### src/hee_pkg.sv
// Shared types, constants and character helpers for the HTML entity escaper.
// No dependencies; imported by the front, queue and back modules.
package hee_pkg;

    localparam int ACC_W     = 21;
    localparam int CMD_DEPTH = 4;
    localparam int CMD_PTR_W = $clog2(CMD_DEPTH);
    localparam int POS_W     = 4;

    typedef logic [1:0] kind_t;

    localparam kind_t KIND_PLAIN = 2'd0;
    localparam kind_t KIND_BR    = 2'd1;
    localparam kind_t KIND_DEC   = 2'd2;
    localparam kind_t KIND_HEX   = 2'd3;

    typedef struct packed {
        kind_t            kind;
        logic [ACC_W-1:0] value;
    } cmd_t;

    localparam logic [7:0] CH_NL   = 8'h0A;
    localparam logic [7:0] CH_AMP  = 8'h26;
    localparam logic [7:0] CH_HASH = 8'h23;
    localparam logic [7:0] CH_X    = 8'h78;
    localparam logic [7:0] CH_SEMI = 8'h3B;
    localparam logic [7:0] CH_LT   = 8'h3C;
    localparam logic [7:0] CH_GT   = 8'h3E;
    localparam logic [7:0] CH_B    = 8'h62;
    localparam logic [7:0] CH_R    = 8'h72;
    localparam logic [7:0] CH_ZERO = 8'h30;

    localparam logic [POS_W-1:0] POS_NEVER = 4'd15;

    function automatic logic is_plain(input logic [7:0] c);
        return c inside {[8'd48:8'd57], [8'd65:8'd90], [8'd97:8'd122], [8'd32:8'd43],
                         [8'd45:8'd47], 8'd61, 8'd63, 8'd64, [8'd123:8'd126]};
    endfunction

    function automatic logic [POS_W-1:0] last_pos(input kind_t kind);
        logic [POS_W-1:0] p;
        case (kind)
            KIND_PLAIN: p = 4'd0;
            KIND_BR:    p = 4'd3;
            KIND_DEC:   p = 4'd5;
            KIND_HEX:   p = 4'd9;
            default:    p = 4'd0;
        endcase
        return p;
    endfunction

    // Position after which leading digits are skipped.
    function automatic logic [POS_W-1:0] jump_from(input kind_t kind);
        logic [POS_W-1:0] p;
        case (kind)
            KIND_DEC: p = 4'd1;
            KIND_HEX: p = 4'd2;
            default:  p = POS_NEVER;
        endcase
        return p;
    endfunction

    // Position of the first digit actually shown.
    function automatic logic [POS_W-1:0] jump_to(input cmd_t cmd);
        logic [23:0]      v24;
        logic [2:0]       top;
        logic [POS_W-1:0] p;
        v24 = {3'b000, cmd.value};
        top = 3'd0;
        for (int k = 1; k < 6; k++) begin
            if (v24[k*4 +: 4] != 4'd0) top = 3'(k);
        end
        case (cmd.kind)
            KIND_HEX: p = 4'd8 - {1'b0, top};
            KIND_DEC: p = (cmd.value[6:0] >= 7'd100) ? 4'd2 :
                          (cmd.value[6:0] >= 7'd10)  ? 4'd3 : 4'd4;
            default:  p = 4'd0;
        endcase
        return p;
    endfunction

    function automatic logic [7:0] hex_char(input logic [3:0] n);
        return (n < 4'd10) ? (CH_ZERO + {4'b0, n}) : (8'd87 + {4'b0, n});
    endfunction

    function automatic logic [7:0] char_at(input cmd_t cmd, input logic [POS_W-1:0] pos);
        logic [23:0] v24;
        logic [6:0]  c;
        logic        hund;
        logic [6:0]  rem;
        logic [14:0] prod;
        logic [3:0]  tens;
        logic [6:0]  ones;
        logic [7:0]  ch;
        v24  = {3'b000, cmd.value};
        c    = cmd.value[6:0];
        hund = (c >= 7'd100);
        rem  = hund ? (c - 7'd100) : c;
        // divide by ten via reciprocal, exact for values below 100
        prod = 15'(rem) * 15'd205;
        tens = prod[14:11];
        ones = rem - 7'(tens) * 7'd10;
        case (cmd.kind)
            KIND_PLAIN: ch = cmd.value[7:0];
            KIND_BR:
                case (pos)
                    4'd0:    ch = CH_LT;
                    4'd1:    ch = CH_B;
                    4'd2:    ch = CH_R;
                    default: ch = CH_GT;
                endcase
            KIND_DEC:
                case (pos)
                    4'd0:    ch = CH_AMP;
                    4'd1:    ch = CH_HASH;
                    4'd2:    ch = CH_ZERO + {7'b0, hund};
                    4'd3:    ch = CH_ZERO + {4'b0, tens};
                    4'd4:    ch = CH_ZERO + {4'b0, ones[3:0]};
                    default: ch = CH_SEMI;
                endcase
            KIND_HEX:
                case (pos)
                    4'd0:    ch = CH_AMP;
                    4'd1:    ch = CH_HASH;
                    4'd2:    ch = CH_X;
                    4'd3:    ch = hex_char(v24[23:20]);
                    4'd4:    ch = hex_char(v24[19:16]);
                    4'd5:    ch = hex_char(v24[15:12]);
                    4'd6:    ch = hex_char(v24[11:8]);
                    4'd7:    ch = hex_char(v24[7:4]);
                    4'd8:    ch = hex_char(v24[3:0]);
                    default: ch = CH_SEMI;
                endcase
            default: ch = cmd.value[7:0];
        endcase
        return ch;
    endfunction

endpackage

### src/hee_cmd_fifo.sv
// Short command queue between the classifier front and the serializer back.
// Depends on hee_pkg for cmd_t and the queue depth.
module hee_cmd_fifo
    import hee_pkg::*;
(
    input  logic clk,
    input  logic rst_n,
    input  logic push,
    input  cmd_t wdata,
    output logic full,
    input  logic pop,
    output cmd_t rdata,
    output logic empty
);

    cmd_t                 slot_reg [CMD_DEPTH];
    logic [CMD_PTR_W-1:0] wr_ptr_reg, wr_ptr_next;
    logic [CMD_PTR_W-1:0] rd_ptr_reg, rd_ptr_next;
    logic [CMD_PTR_W:0]   count_reg, count_next;
    logic                 push_ok;
    logic                 pop_ok;

    assign full    = (count_reg == (CMD_PTR_W+1)'(CMD_DEPTH));
    assign empty   = (count_reg == '0);
    assign push_ok = push && !full;
    assign pop_ok  = pop && !empty;
    assign rdata   = slot_reg[rd_ptr_reg];

    always_comb
    begin
        wr_ptr_next = push_ok ? wr_ptr_reg + 1'b1 : wr_ptr_reg;
        rd_ptr_next = pop_ok ? rd_ptr_reg + 1'b1 : rd_ptr_reg;
        count_next  = count_reg + (CMD_PTR_W+1)'(push_ok) - (CMD_PTR_W+1)'(pop_ok);
    end

    always_ff @(posedge clk or negedge rst_n)
    begin
        if (!rst_n)
        begin
            wr_ptr_reg <= '0;
            rd_ptr_reg <= '0;
            count_reg  <= '0;
        end
        else
        begin
            wr_ptr_reg <= wr_ptr_next;
            rd_ptr_reg <= rd_ptr_next;
            count_reg  <= count_next;
        end
    end

    always_ff @(posedge clk)
    begin
        if (push_ok)
        begin
            slot_reg[wr_ptr_reg] <= wdata;
        end
    end

endmodule

### src/hee_front.sv
// Input side: gathers multibyte sequences and classifies each byte into a command.
// Depends on hee_pkg; feeds hee_cmd_fifo.
module hee_front
    import hee_pkg::*;
(
    input  logic       clk,
    input  logic       rst_n,
    input  logic       accept,
    input  logic [7:0] text_byte,
    input  logic       end_of_string,
    output logic       cmd_push,
    output cmd_t       cmd
);

    logic [1:0]       pending_reg, pending_next;
    logic [ACC_W-1:0] acc_reg, acc_next;
    logic [ACC_W-1:0] acc_shift;
    logic             cmd_valid;

    always_comb
    begin
        acc_shift    = {acc_reg[ACC_W-7:0], text_byte[5:0]};
        pending_next = pending_reg;
        acc_next     = acc_reg;
        cmd_valid    = 1'b0;
        cmd.kind     = KIND_PLAIN;
        cmd.value    = {{(ACC_W-8){1'b0}}, text_byte};

        if (pending_reg != 2'd0)
        begin
            pending_next = pending_reg - 2'd1;
            if (pending_next == 2'd0)
            begin
                // sequence complete: a zero code point emits nothing
                cmd.kind  = KIND_HEX;
                cmd.value = acc_shift;
                cmd_valid = (acc_shift != '0);
                acc_next  = '0;
            end
            else
            begin
                acc_next = acc_shift;
            end
        end
        else if (text_byte[7])
        begin
            if (text_byte < 8'd224)
            begin
                pending_next = 2'd1;
                acc_next     = {{(ACC_W-5){1'b0}}, text_byte[4:0]};
            end
            else if (text_byte < 8'd240)
            begin
                pending_next = 2'd2;
                acc_next     = {{(ACC_W-4){1'b0}}, text_byte[3:0]};
            end
            else
            begin
                pending_next = 2'd3;
                acc_next     = {{(ACC_W-3){1'b0}}, text_byte[2:0]};
            end
        end
        else if (text_byte == CH_NL)
        begin
            cmd.kind  = KIND_BR;
            cmd_valid = 1'b1;
        end
        else if (is_plain(text_byte))
        begin
            cmd.kind  = KIND_PLAIN;
            cmd_valid = 1'b1;
        end
        else
        begin
            cmd.kind  = KIND_DEC;
            cmd_valid = 1'b1;
        end

        // drop a sequence cut off by end of string
        if (end_of_string && pending_next != 2'd0)
        begin
            pending_next = 2'd0;
            acc_next     = '0;
        end
    end

    assign cmd_push = accept && cmd_valid;

    always_ff @(posedge clk or negedge rst_n)
    begin
        if (!rst_n)
        begin
            pending_reg <= 2'd0;
            acc_reg     <= '0;
        end
        else if (accept)
        begin
            pending_reg <= pending_next;
            acc_reg     <= acc_next;
        end
    end

endmodule

### src/hee_back.sv
// Output side: serializes one command per run into bytes and holds the output word.
// Depends on hee_pkg; drains hee_cmd_fifo.
module hee_back
    import hee_pkg::*;
(
    input  logic       clk,
    input  logic       rst_n,
    input  cmd_t       head,
    input  logic       head_empty,
    output logic       head_pop,
    input  logic       pop,
    output logic       empty,
    output logic [7:0] out_byte,
    output logic       last_of_run
);

    cmd_t             cur_reg, cur_next;
    logic             active_reg, active_next;
    logic [POS_W-1:0] pos_reg, pos_next;
    logic [POS_W-1:0] jump_reg, jump_next;
    logic             out_valid_reg, out_valid_next;
    logic [7:0]       out_byte_reg, out_byte_next;
    logic             last_reg, last_next;
    logic             advance;
    logic             emit;
    logic             at_last;
    logic             load;

    assign advance = !out_valid_reg || pop;
    assign emit    = active_reg && advance;
    assign at_last = (pos_reg == last_pos(cur_reg.kind));
    assign load    = !head_empty && (!active_reg || (emit && at_last));
    assign head_pop = load;

    always_comb
    begin
        cur_next       = cur_reg;
        active_next    = active_reg;
        pos_next       = pos_reg;
        jump_next      = jump_reg;
        out_valid_next = out_valid_reg;
        out_byte_next  = out_byte_reg;
        last_next      = last_reg;

        if (emit)
        begin
            out_valid_next = 1'b1;
            out_byte_next  = char_at(cur_reg, pos_reg);
            last_next      = at_last;
            // skip leading zero digits
            pos_next       = (pos_reg == jump_from(cur_reg.kind)) ? jump_reg : pos_reg + 1'b1;
            if (at_last)
            begin
                active_next = 1'b0;
            end
        end
        else if (pop)
        begin
            out_valid_next = 1'b0;
        end

        if (load)
        begin
            cur_next    = head;
            active_next = 1'b1;
            pos_next    = '0;
            jump_next   = jump_to(head);
        end
    end

    always_ff @(posedge clk or negedge rst_n)
    begin
        if (!rst_n)
        begin
            active_reg    <= 1'b0;
            out_valid_reg <= 1'b0;
            pos_reg       <= '0;
        end
        else
        begin
            active_reg    <= active_next;
            out_valid_reg <= out_valid_next;
            pos_reg       <= pos_next;
        end
    end

    always_ff @(posedge clk)
    begin
        cur_reg      <= cur_next;
        jump_reg     <= jump_next;
        out_byte_reg <= out_byte_next;
        last_reg     <= last_next;
    end

    assign empty       = !out_valid_reg;
    assign out_byte    = out_byte_reg;
    assign last_of_run = last_reg;

endmodule

### src/html_entity_escaper_core.sv
// HTML escaper: one text byte in per push, zero to ten escaped bytes out, last_of_run
// marking the final byte each input causes. Multibyte sequences become hex entities,
// newline becomes <br>, other unsafe ASCII becomes a decimal entity. The front accepts
// one byte per cycle while its four-word command queue has room; the serializer sends
// one output byte per cycle while pop takes the output word. A plain byte gives one
// output byte, <br> four, a decimal entity four to six and a hex entity five to ten.
// Lead and continuation bytes that complete nothing are consumed at the front only.
// Depends on hee_pkg, hee_front, hee_cmd_fifo and hee_back.
module html_entity_escaper_core
    import hee_pkg::*;
(
    input  logic       clk,
    input  logic       rst_n,
    input  logic       push,
    output logic       full,
    input  logic [7:0] text_byte,
    input  logic       end_of_string,
    output logic       empty,
    input  logic       pop,
    output logic [7:0] out_byte,
    output logic       last_of_run
);

    logic cmd_push;
    cmd_t cmd;
    logic q_full;
    cmd_t q_head;
    logic q_empty;
    logic q_pop;

    assign full = q_full;

    hee_front u_front (
        .clk           (clk),
        .rst_n         (rst_n),
        .accept        (push && !q_full),
        .text_byte     (text_byte),
        .end_of_string (end_of_string),
        .cmd_push      (cmd_push),
        .cmd           (cmd)
    );

    hee_cmd_fifo u_queue (
        .clk   (clk),
        .rst_n (rst_n),
        .push  (cmd_push),
        .wdata (cmd),
        .full  (q_full),
        .pop   (q_pop),
        .rdata (q_head),
        .empty (q_empty)
    );

    hee_back u_back (
        .clk         (clk),
        .rst_n       (rst_n),
        .head        (q_head),
        .head_empty  (q_empty),
        .head_pop    (q_pop),
        .pop         (pop),
        .empty       (empty),
        .out_byte    (out_byte),
        .last_of_run (last_of_run)
    );

endmodule

### config.mk
export PLATFORM = sky130hd
export DESIGN_NAME = html_entity_escaper_core
export DESIGN_NICKNAME = d
export VERILOG_FILES = /design/src/hee_pkg.sv /design/src/hee_cmd_fifo.sv /design/src/hee_front.sv /design/src/hee_back.sv /design/src/html_entity_escaper_core.sv
export SDC_FILE = /design/constraint.sdc
export NUM_CORES = 1
export LEC_CHECK = 0
export ABC_CLOCK_PERIOD_IN_PS = 6800
export BUFFER_PORTS_ARGS = -buffer_cell sky130_fd_sc_hd__buf_2
export CAP_MARGIN = 25
export CORE_MARGIN = 1.5
export CORE_UTILIZATION = 35
export DETAILED_ROUTE_END_ITERATION = 12
export PLACE_DENSITY_LB_ADDON = 0.2
export SLEW_MARGIN = 0
export SYNTH_ARGS = -nofsm -noshare
export SYNTH_HDL_FRONTEND = slang
export SYNTH_SLANG_ARGS = --single-unit
### constraint.sdc
create_clock -name clk -period 6.8 [get_ports clk]
set_clock_uncertainty 0.1 [all_clocks]
set_input_delay 1.36 -clock clk [delete_from_list [all_inputs] [get_ports clk]]
set_output_delay 1.36 -clock clk [all_outputs]
set_load 0.02 [all_outputs]
* Yosys cells after proc, flatten, opt, wreduce, memory -nomap -nowiden
Memories as Yosys holds them, arrays and structs flattened. Cells that the tools add are included.
Storage, ports and cells: register bits 66, memory bits (writable) 92, input bits 13, output and inout bits 11, logic and storage cells 171, memories 1
Operators by class: add/sub/neg operators 23, $mul 2, magnitude comparators 22, equal/unequal tests 20, mux-type cells 52, reductions and logical operators 38
Memories:
- u_queue.slot_reg | depth 4, width 23, read ports 1, clocked after memory_dff 0, write ports 1, RTL line hee_cmd_fifo.sv:16 | cmd_t slot_reg [CMD_DEPTH];
Operator list (count):
- one-hot mux 8 bit (9 select lines) | 1
- two-way mux 15 bit | 4
- adder 6 x 4 -> 7 bit, first input constant | 7
- adder 7 x 4 -> 8 bit, first input constant | 5
- two-way mux 8 bit | 5
- one-hot mux 8 bit (5 select lines) | 1
- one-hot mux 8 bit (4 select lines) | 1
- greater-or-equal comparator 8 x 6 -> 1 bit, second input constant | 3
- greater-or-equal comparator 8 x 7 -> 1 bit, second input constant | 3
- <= comparator 8 x 6 -> 1 bit, second input constant | 3
- <= comparator 8 x 7 -> 1 bit, second input constant | 3
- two-way mux 4 bit | 6
- two-way mux 23 bit | 1
- two-way mux 21 bit | 1
- one-hot mux 7 bit (3 select lines) | 1
- nonzero test 21 bit | 1
- less-than comparator 4 bit, second input constant | 5
- two-way mux 2 bit | 10
- == test 4 x 3 -> 1 bit, second input constant | 4
- == test 8 x 6 -> 1 bit, second input constant | 2
- less-than comparator 8 bit, second input constant | 2
- one-hot mux 4 bit (2 select lines) | 2
- one-hot mux 4 bit (4 select lines) | 1
- nonzero test 4 bit | 4
- other kinds (36) | 81

* Longest topological paths before layout
An unclocked memory read counts as a cell.
depth after elaboration 10, depth in mapped cells 26

* Modules after synthesis
A second synthesis with hierarchy kept.
Second synthesis, totals: cell total of the unflattened synthesis 706, area, all modules 8821.0 µm²
By module, submodules not included:
- hee_cmd_fifo | times used 1, cells an instance 162, area each 3834.9 µm²
- hee_back | times used 1, cells an instance 415, area each 3824.9 µm²
- hee_front | times used 1, cells an instance 128, area each 1147.4 µm²
- html_entity_escaper_core | times used 1, cells an instance 1, area each 13.8 µm²

* Least setup slack after synthesis
No wires, ideal clock.
path type register to register, start register u_back.cur_reg[2] in the netlist's numbering, end register u_back.out_byte_reg[3] (netlist: u_back.out_byte[3]), data pin, library setup time 257 ps, data arrival time 5087 ps, setup slack 1356 ps, cell stages (with the launch flop) 27, clock period less this slack 5444 ps, path through edfxtp_1 clkbuf_1 or3_1 clkbuf_1 nand3_1 xnor2_1 inv_1 ha_1 ha_1 fa_1 inv_1 fa_1 inv_1 ha_1 nand2_1 a211oi_1 a211o_1 xnor2_1 inv_1 ha_1 inv_1 fa_1 xnor2_1 xnor2_1 nand3_1 a2bb2oi_1 nand2_1
Between the ends: cells in the longest elaborated chain, start to end 8, elaborated cells between the ends (all ways) 16, those cells by class add/sub: 7; mul: 2; order compare: 2; mux: 5
Ends and longest elaborated chain:
- start, declared | RTL line hee_back.sv:17 | cmd_t cur_reg, cur_next;
- start signal, assigned | RTL line hee_back.sv:89 | cur_reg <= cur_next;
- subtractor 7 bit or greater-or-equal comparator 7 bit (tied branches) | RTL line hee_pkg.sv:98, hee_pkg.sv:97
- two-way mux 7 bit | RTL line hee_pkg.sv:98 | rem = hund ? (c - 7'd100) : c;
- multiplier 7 x 8 -> 15 bit | RTL line hee_pkg.sv:100 | prod = 15'(rem) * 15'd205;
- multiplier 4 x 3 -> 3 bit | RTL line hee_pkg.sv:102 | ones = rem - 7'(tens) * 7'd10;
- subtractor 4 bit | RTL line hee_pkg.sv:102
- adder 6 x 4 -> 7 bit | RTL line hee_pkg.sv:118 | 4'd4: ch = CH_ZERO + {4'b0, ones[3:0]};
- one-hot mux 8 bit (5 select lines) | RTL line hee_pkg.sv:113 | case (pos)
- one-hot mux 8 bit (4 select lines) * | RTL line hee_pkg.sv:103 | case (cmd.kind)
- end signal, assigned | RTL line hee_back.sv:91 | out_byte_reg <= out_byte_next;
- end, declared | RTL line hee_back.sv:22 | logic [7:0] out_byte_reg, out_byte_next;
Mark *: on every way between the ends. The rest lies on a longest branch, timed or not. A chain may end at the register's enable or synchronous reset.

* Final worst setup path
Ends and elaborated chain as after synthesis.

==> flow_results.xml <==
<?xml version="1.0" encoding="UTF-8"?>
<metrics>
  <group name="placement">
    <metric name="port-buffer-count" unit="">23</metric>
    <metric name="hpwl_after_detailed_placement" unit="mm">14.1</metric>
    <metric name="routabilityCongestion" unit="">0.889</metric>
    <metric name="preCtsSetupSlack" unit="ps">980</metric>
  </group>
  <group name="worst_setup_path">
    <metric name="timing.critical_path.cells" unit="">or3_1 -&gt; nand3_1 -&gt; xnor2_1 -&gt; inv_1 -&gt; ha_1 -&gt; ha_1 -&gt; fa_1 -&gt; inv_1 -&gt; fa_1 -&gt; inv_1 -&gt; ha_1 -&gt; nand2_1 -&gt; a211oi_1 -&gt; a211o_1 -&gt; xnor2_1 -&gt; inv_1 -&gt; ha_1 -&gt; inv_1 -&gt; fa_1 -&gt; xnor2_1 -&gt; xnor2_1 -&gt; nand3_1 -&gt; a2bb2oi_1 -&gt; nand2_1</metric>
    <metric name="critical_path.reg2reg.endpoint" unit="">u_back.out_byte[3]$_DFFE_PP_</metric>
    <metric name="reg2reg_slack" unit="ps">980</metric>
    <metric name="critical_path_peak_fanout" unit="">9</metric>
    <metric name="worst_setup_path_start_kind" unit="">register</metric>
    <metric name="worst-path-buf-inv" unit="">5</metric>
    <metric name="cp.required" unit="ps">6890</metric>
    <metric name="r2r-start" unit="">u_back.cur_reg[2]$_DFFE_PP_</metric>
    <metric name="critical-path-max-stage-delay" unit="ps">520</metric>
    <metric name="timing_worst_setup_path_type" unit="">reg2reg</metric>
    <metric name="worst-r2r-cell-count" unit="">24</metric>
    <metric name="crit_slowest_cell" unit="">sky130_fd_sc_hd__edfxtp_1</metric>
    <metric name="worst_path_most_repeated_cell" unit="">sky130_fd_sc_hd__inv_1</metric>
    <metric name="cp.arrival" unit="ps">5910</metric>
    <metric name="cell_family_with_most_cp_delay" unit="">adder cells</metric>
    <metric name="critPathCaptureType" unit="">register</metric>
  </group>
  <group name="cts">
    <metric name="clock_sink_count" unit="">158</metric>
    <metric name="cts_max_level" unit="">4</metric>
    <metric name="clk_slew_on_worst_s_h_paths" unit="ps">70</metric>
    <metric name="clock_tree.buffer_depth" unit="">2</metric>
    <metric name="cts_tree" unit="">yes</metric>
    <metric name="postCtsResizedCells" unit="">0</metric>
    <metric name="cts_setup_buffers" unit="">0</metric>
    <metric name="cts.hold.buffers_added" unit="">0</metric>
    <metric name="clockRootBuffer" unit="">sky130_fd_sc_hd__clkbuf_16</metric>
    <metric name="tritoncts.num_buffers" unit="">17</metric>
    <metric name="clk_latency" unit="ps">430</metric>
  </group>
  <group name="sta">
    <metric name="number_of_hold_violations_in_the_final_report" unit="">0</metric>
    <metric name="post-route-period-util" unit="">0.856</metric>
    <metric name="worst_slew_pin_slew" unit="ps">826</metric>
    <metric name="tns" unit="ps">0</metric>
    <metric name="rsz_0062_raised_after_global_routing" unit="">false</metric>
    <metric name="relSlewSlack" unit="">0.443</metric>
    <metric name="finalMaxSlewViolations" unit="">0</metric>
    <metric name="finalWorstSetupSlack" unit="ps">981</metric>
    <metric name="final-setup-viol-count" unit="">0</metric>
    <metric name="achievable-frequency" unit="GHz">0.172</metric>
    <metric name="period_needed" unit="ps">5820</metric>
  </group>
  <group name="run_status">
    <metric name="outcome" unit="">completed</metric>
  </group>
  <group name="synthesis">
    <metric name="synth-async-reset-ratio" unit="">0.190</metric>
    <metric name="synth.yosys.seq_area_share" unit="">0.534</metric>
    <metric name="yosys_warnings" unit="">0</metric>
    <metric name="synth-main-ff-cell" unit="">sky130_fd_sc_hd__edfxtp_1</metric>
    <metric name="avgSynthCellArea" unit="µm²">12.3</metric>
    <metric name="post_synthesis_net_count" unit="">773</metric>
    <metric name="syn-cell-area" unit="µm²">8600</metric>
    <metric name="synth_top_area_frac" unit="">0.447</metric>
    <metric name="netlist_instances" unit="">697</metric>
    <metric name="post-synth-top-area-cell" unit="">sky130_fd_sc_hd__edfxtp_1</metric>
    <metric name="synth_seq_cells" unit="">158</metric>
    <metric name="synth-edff-count" unit="">128</metric>
    <metric name="synth_cell_types" unit="">73</metric>
    <metric name="synth_area_leaders" unit="">sky130_fd_sc_hd__edfxtp_1, sky130_fd_sc_hd__dfrtp_1, sky130_fd_sc_hd__ha_1</metric>
  </group>
  <group name="pwr">
    <metric name="powerDensity" unit="nW/µm²">407</metric>
    <metric name="p_int" unit="mW">2.44</metric>
    <metric name="p_leak" unit="nW">3.65</metric>
    <metric name="power_frac_seq" unit="">0.350</metric>
    <metric name="power.switching" unit="mW">1.50</metric>
    <metric name="pwr-share-comb" unit="">0.402</metric>
    <metric name="ir_drop" unit="V">0.000156</metric>
    <metric name="power_frac_clock" unit="">0.248</metric>
    <metric name="totalPowerFinal" unit="mW">3.94</metric>
    <metric name="netSwitchingFraction" unit="">0.381</metric>
  </group>
  <group name="finish">
    <metric name="diodes" unit="">0</metric>
    <metric name="finalNetCount" unit="">793</metric>
    <metric name="nFillCells" unit="">2330</metric>
    <metric name="area_growth_syn_to_layout" unit="%">12.6</metric>
    <metric name="multi_input_area" unit="µm²">3690</metric>
    <metric name="largest_register_ffs" unit="">92</metric>
    <metric name="seq_area" unit="µm²">4590</metric>
    <metric name="layout-drive-gt1-share" unit="">0.136</metric>
    <metric name="finish.utilization" unit="">0.399</metric>
  </group>
  <group name="global_routing">
    <metric name="global_route.usage.total" unit="">0.160</metric>
    <metric name="number_of_antenna_violations_at_the_first_check_in_global_routing" unit="">0</metric>
    <metric name="first_global_vias" unit="">5797</metric>
    <metric name="grt_pass1_wl" unit="mm">31.6</metric>
    <metric name="largest_net_degree_at_the_start_of_global_routing" unit="">31</metric>
    <metric name="total_overflow_reported_by_the_global_router" unit="">0</metric>
  </group>
  <group name="route">
    <metric name="detailroute.via_count" unit="">5636</metric>
    <metric name="route.final.wire_length" unit="mm">19.5</metric>
    <metric name="detail_route.first_pass.iterations" unit="">7</metric>
    <metric name="drt.antenna.violating_nets" unit="">0</metric>
    <metric name="wl_per_cell" unit="µm">18.5</metric>
    <metric name="viasPerCell" unit="">5.35</metric>
    <metric name="remaining_drc_errors" unit="">0</metric>
    <metric name="drt_first_iter_violations" unit="">290</metric>
  </group>
  <group name="die">
    <metric name="die_h" unit="µm">160</metric>
    <metric name="starting_density_of_the_core" unit="">0.355</metric>
    <metric name="io_pins" unit="">24</metric>
    <metric name="placementRows" unit="">57</metric>
    <metric name="die_area" unit="µm²">25500</metric>
    <metric name="die_width" unit="µm">160</metric>
    <metric name="placeableCoreArea" unit="µm²">24200</metric>
  </group>
  <group name="hold_path">
    <metric name="holdPathStages" unit="">1</metric>
    <metric name="whs_endpoint" unit="">u_queue.count_reg[2]$_DFF_PN0_</metric>
    <metric name="min-delay-start" unit="">u_queue.count_reg[2]$_DFF_PN0_</metric>
    <metric name="hold_path_class" unit="">reg2reg</metric>
  </group>
  <group name="flow_run">
    <metric name="cap_violations" unit="">0</metric>
  </group>
</metrics>
[layer usage]
metal	global-route usage	up-vias	wire, µm
met3	0.0356	19	855
met5	0	-	0
met2	0.276	135	9810
met1	0.201	2812	8640
met4	0.0472	0	223
li1	-	2670	-
[worst reg2reg max path: stages, from the launching register on]
cell and delay [ps]:
sky130_fd_sc_hd__edfxtp_1 520, sky130_fd_sc_hd__or3_1 510, sky130_fd_sc_hd__nand3_1 140, sky130_fd_sc_hd__xnor2_1 190, sky130_fd_sc_hd__inv_1 120, sky130_fd_sc_hd__ha_1 310
sky130_fd_sc_hd__ha_1 300, sky130_fd_sc_hd__fa_1 510, sky130_fd_sc_hd__inv_1 50, sky130_fd_sc_hd__fa_1 500, sky130_fd_sc_hd__inv_1 40, sky130_fd_sc_hd__ha_1 290
sky130_fd_sc_hd__nand2_1 70, sky130_fd_sc_hd__a211oi_1 220, sky130_fd_sc_hd__a211o_1 260, sky130_fd_sc_hd__xnor2_1 140, sky130_fd_sc_hd__inv_1 80, sky130_fd_sc_hd__ha_1 130
sky130_fd_sc_hd__inv_1 50, sky130_fd_sc_hd__fa_1 390, sky130_fd_sc_hd__xnor2_1 210, sky130_fd_sc_hd__xnor2_1 100, sky130_fd_sc_hd__nand3_1 110, sky130_fd_sc_hd__a2bb2oi_1 160
sky130_fd_sc_hd__nand2_1 60
[cells in the mapped netlist (all sizes together) (3+ instances only)]
library cell,instances
a22oi,4
or2,3
fa,10
edfxtp,128
xor2,4
buf,7
ha,53
nand3b,4
nor3b,7
and2,23
a211o,3
nor2,47
o21ai,33
nor2b,4
nor4,12
a22o,14
a211oi,9
nand3,12
xnor2,17
inv,50
nand2,43
nand2b,8
a31oi,7
a21oi,32
o211a,3
or3,5
o22ai,7
dfrtp,30
nor3,16
clkbuf,22
nand4,6
a21o,5
o31ai,3
mux4,23
o211ai,5
[cells in the final DEF, fill, tap and decap left out, types with 17 or more instances in the layout]
cell,count
sky130_fd_sc_hd__edfxtp_1,128
sky130_fd_sc_hd__a21oi_1,30
sky130_fd_sc_hd__clkbuf_16,19
sky130_fd_sc_hd__xnor2_1,17
sky130_fd_sc_hd__dfrtp_1,30
sky130_fd_sc_hd__mux4_2,23
sky130_fd_sc_hd__inv_1,50
sky130_fd_sc_hd__nand2_1,43
sky130_fd_sc_hd__and2_1,23
sky130_fd_sc_hd__nor2_1,47
sky130_fd_sc_hd__buf_2,23
sky130_fd_sc_hd__o21ai_0,31
sky130_fd_sc_hd__ha_1,53
[cells by family (layout without fill, tap and decap cells)]
logic type                 after synthesis  after routing  synth area share
muxes                                   26             26            0.0639
adders and majority gates               63             63             0.100
and+or+nand+nor                        200            200             0.123
xor gates and xnor gates                21             21            0.0214
DFF                                    158            158             0.534
AOI/OAI and AO/OA                      150            150             0.119
buffers and inverters                   79            112            0.0378
[worst max-delay path by stage]
stage                                 from                      endpoint  slack (ps)  cells past startpoint
2_1_floorplan  u_back.cur_reg[2]$_DFFE_PP_  u_back.out_byte[3]$_DFFE_PP_        1360                     26
3_3_place_gp   u_back.cur_reg[2]$_DFFE_PP_  u_back.out_byte[3]$_DFFE_PP_        1170                     24
3_5_place_dp   u_back.cur_reg[6]$_DFFE_PP_  u_back.out_byte[3]$_DFFE_PP_         980                     20
4_1_cts        u_back.cur_reg[5]$_DFFE_PP_  u_back.out_byte[3]$_DFFE_PP_         960                     20
5_1_grt        u_back.cur_reg[5]$_DFFE_PP_  u_back.out_byte[3]$_DFFE_PP_         510                     20
6_report       u_back.cur_reg[2]$_DFFE_PP_  u_back.out_byte[3]$_DFFE_PP_         980                     24
[stage by stage]
step,std cells,hold slack (ps),area (µm²)
global route,1054,446,9680
global placement,1021,375,9030
floorplan,697,360,8600
detailed placement,1022,402,9050
CTS,1054,418,9680
finish,1054,409,9680
[cell type report]
type / count / share of cell area
clock buffers: 20 / 0.0505
multi-input cells: 460 / 0.381
repair buffers: 30 / 0.0186
clock inverters: 12 / 0.0141
inverters: 50 / 0.0194
well taps: 324 / 0.0419
flip-flops and latches: 158 / 0.475
[power groups by stage]
| stage | combinational, mW | clock (mW) | sequential, mW |
|---|---|---|---|
| after detailed placement | 1.59 | 0 | 1.40 |
| after global placement | 1.55 | 0 | 1.39 |
| after global routing | 1.78 | 1.04 | 1.40 |
| after floorplan | 1.21 | 0 | 1.35 |
| final | 1.58 | 0.977 | 1.38 |
| after CTS | 1.60 | 0.996 | 1.38 |
Note: power is estimated with default switching activity, not from simulation.
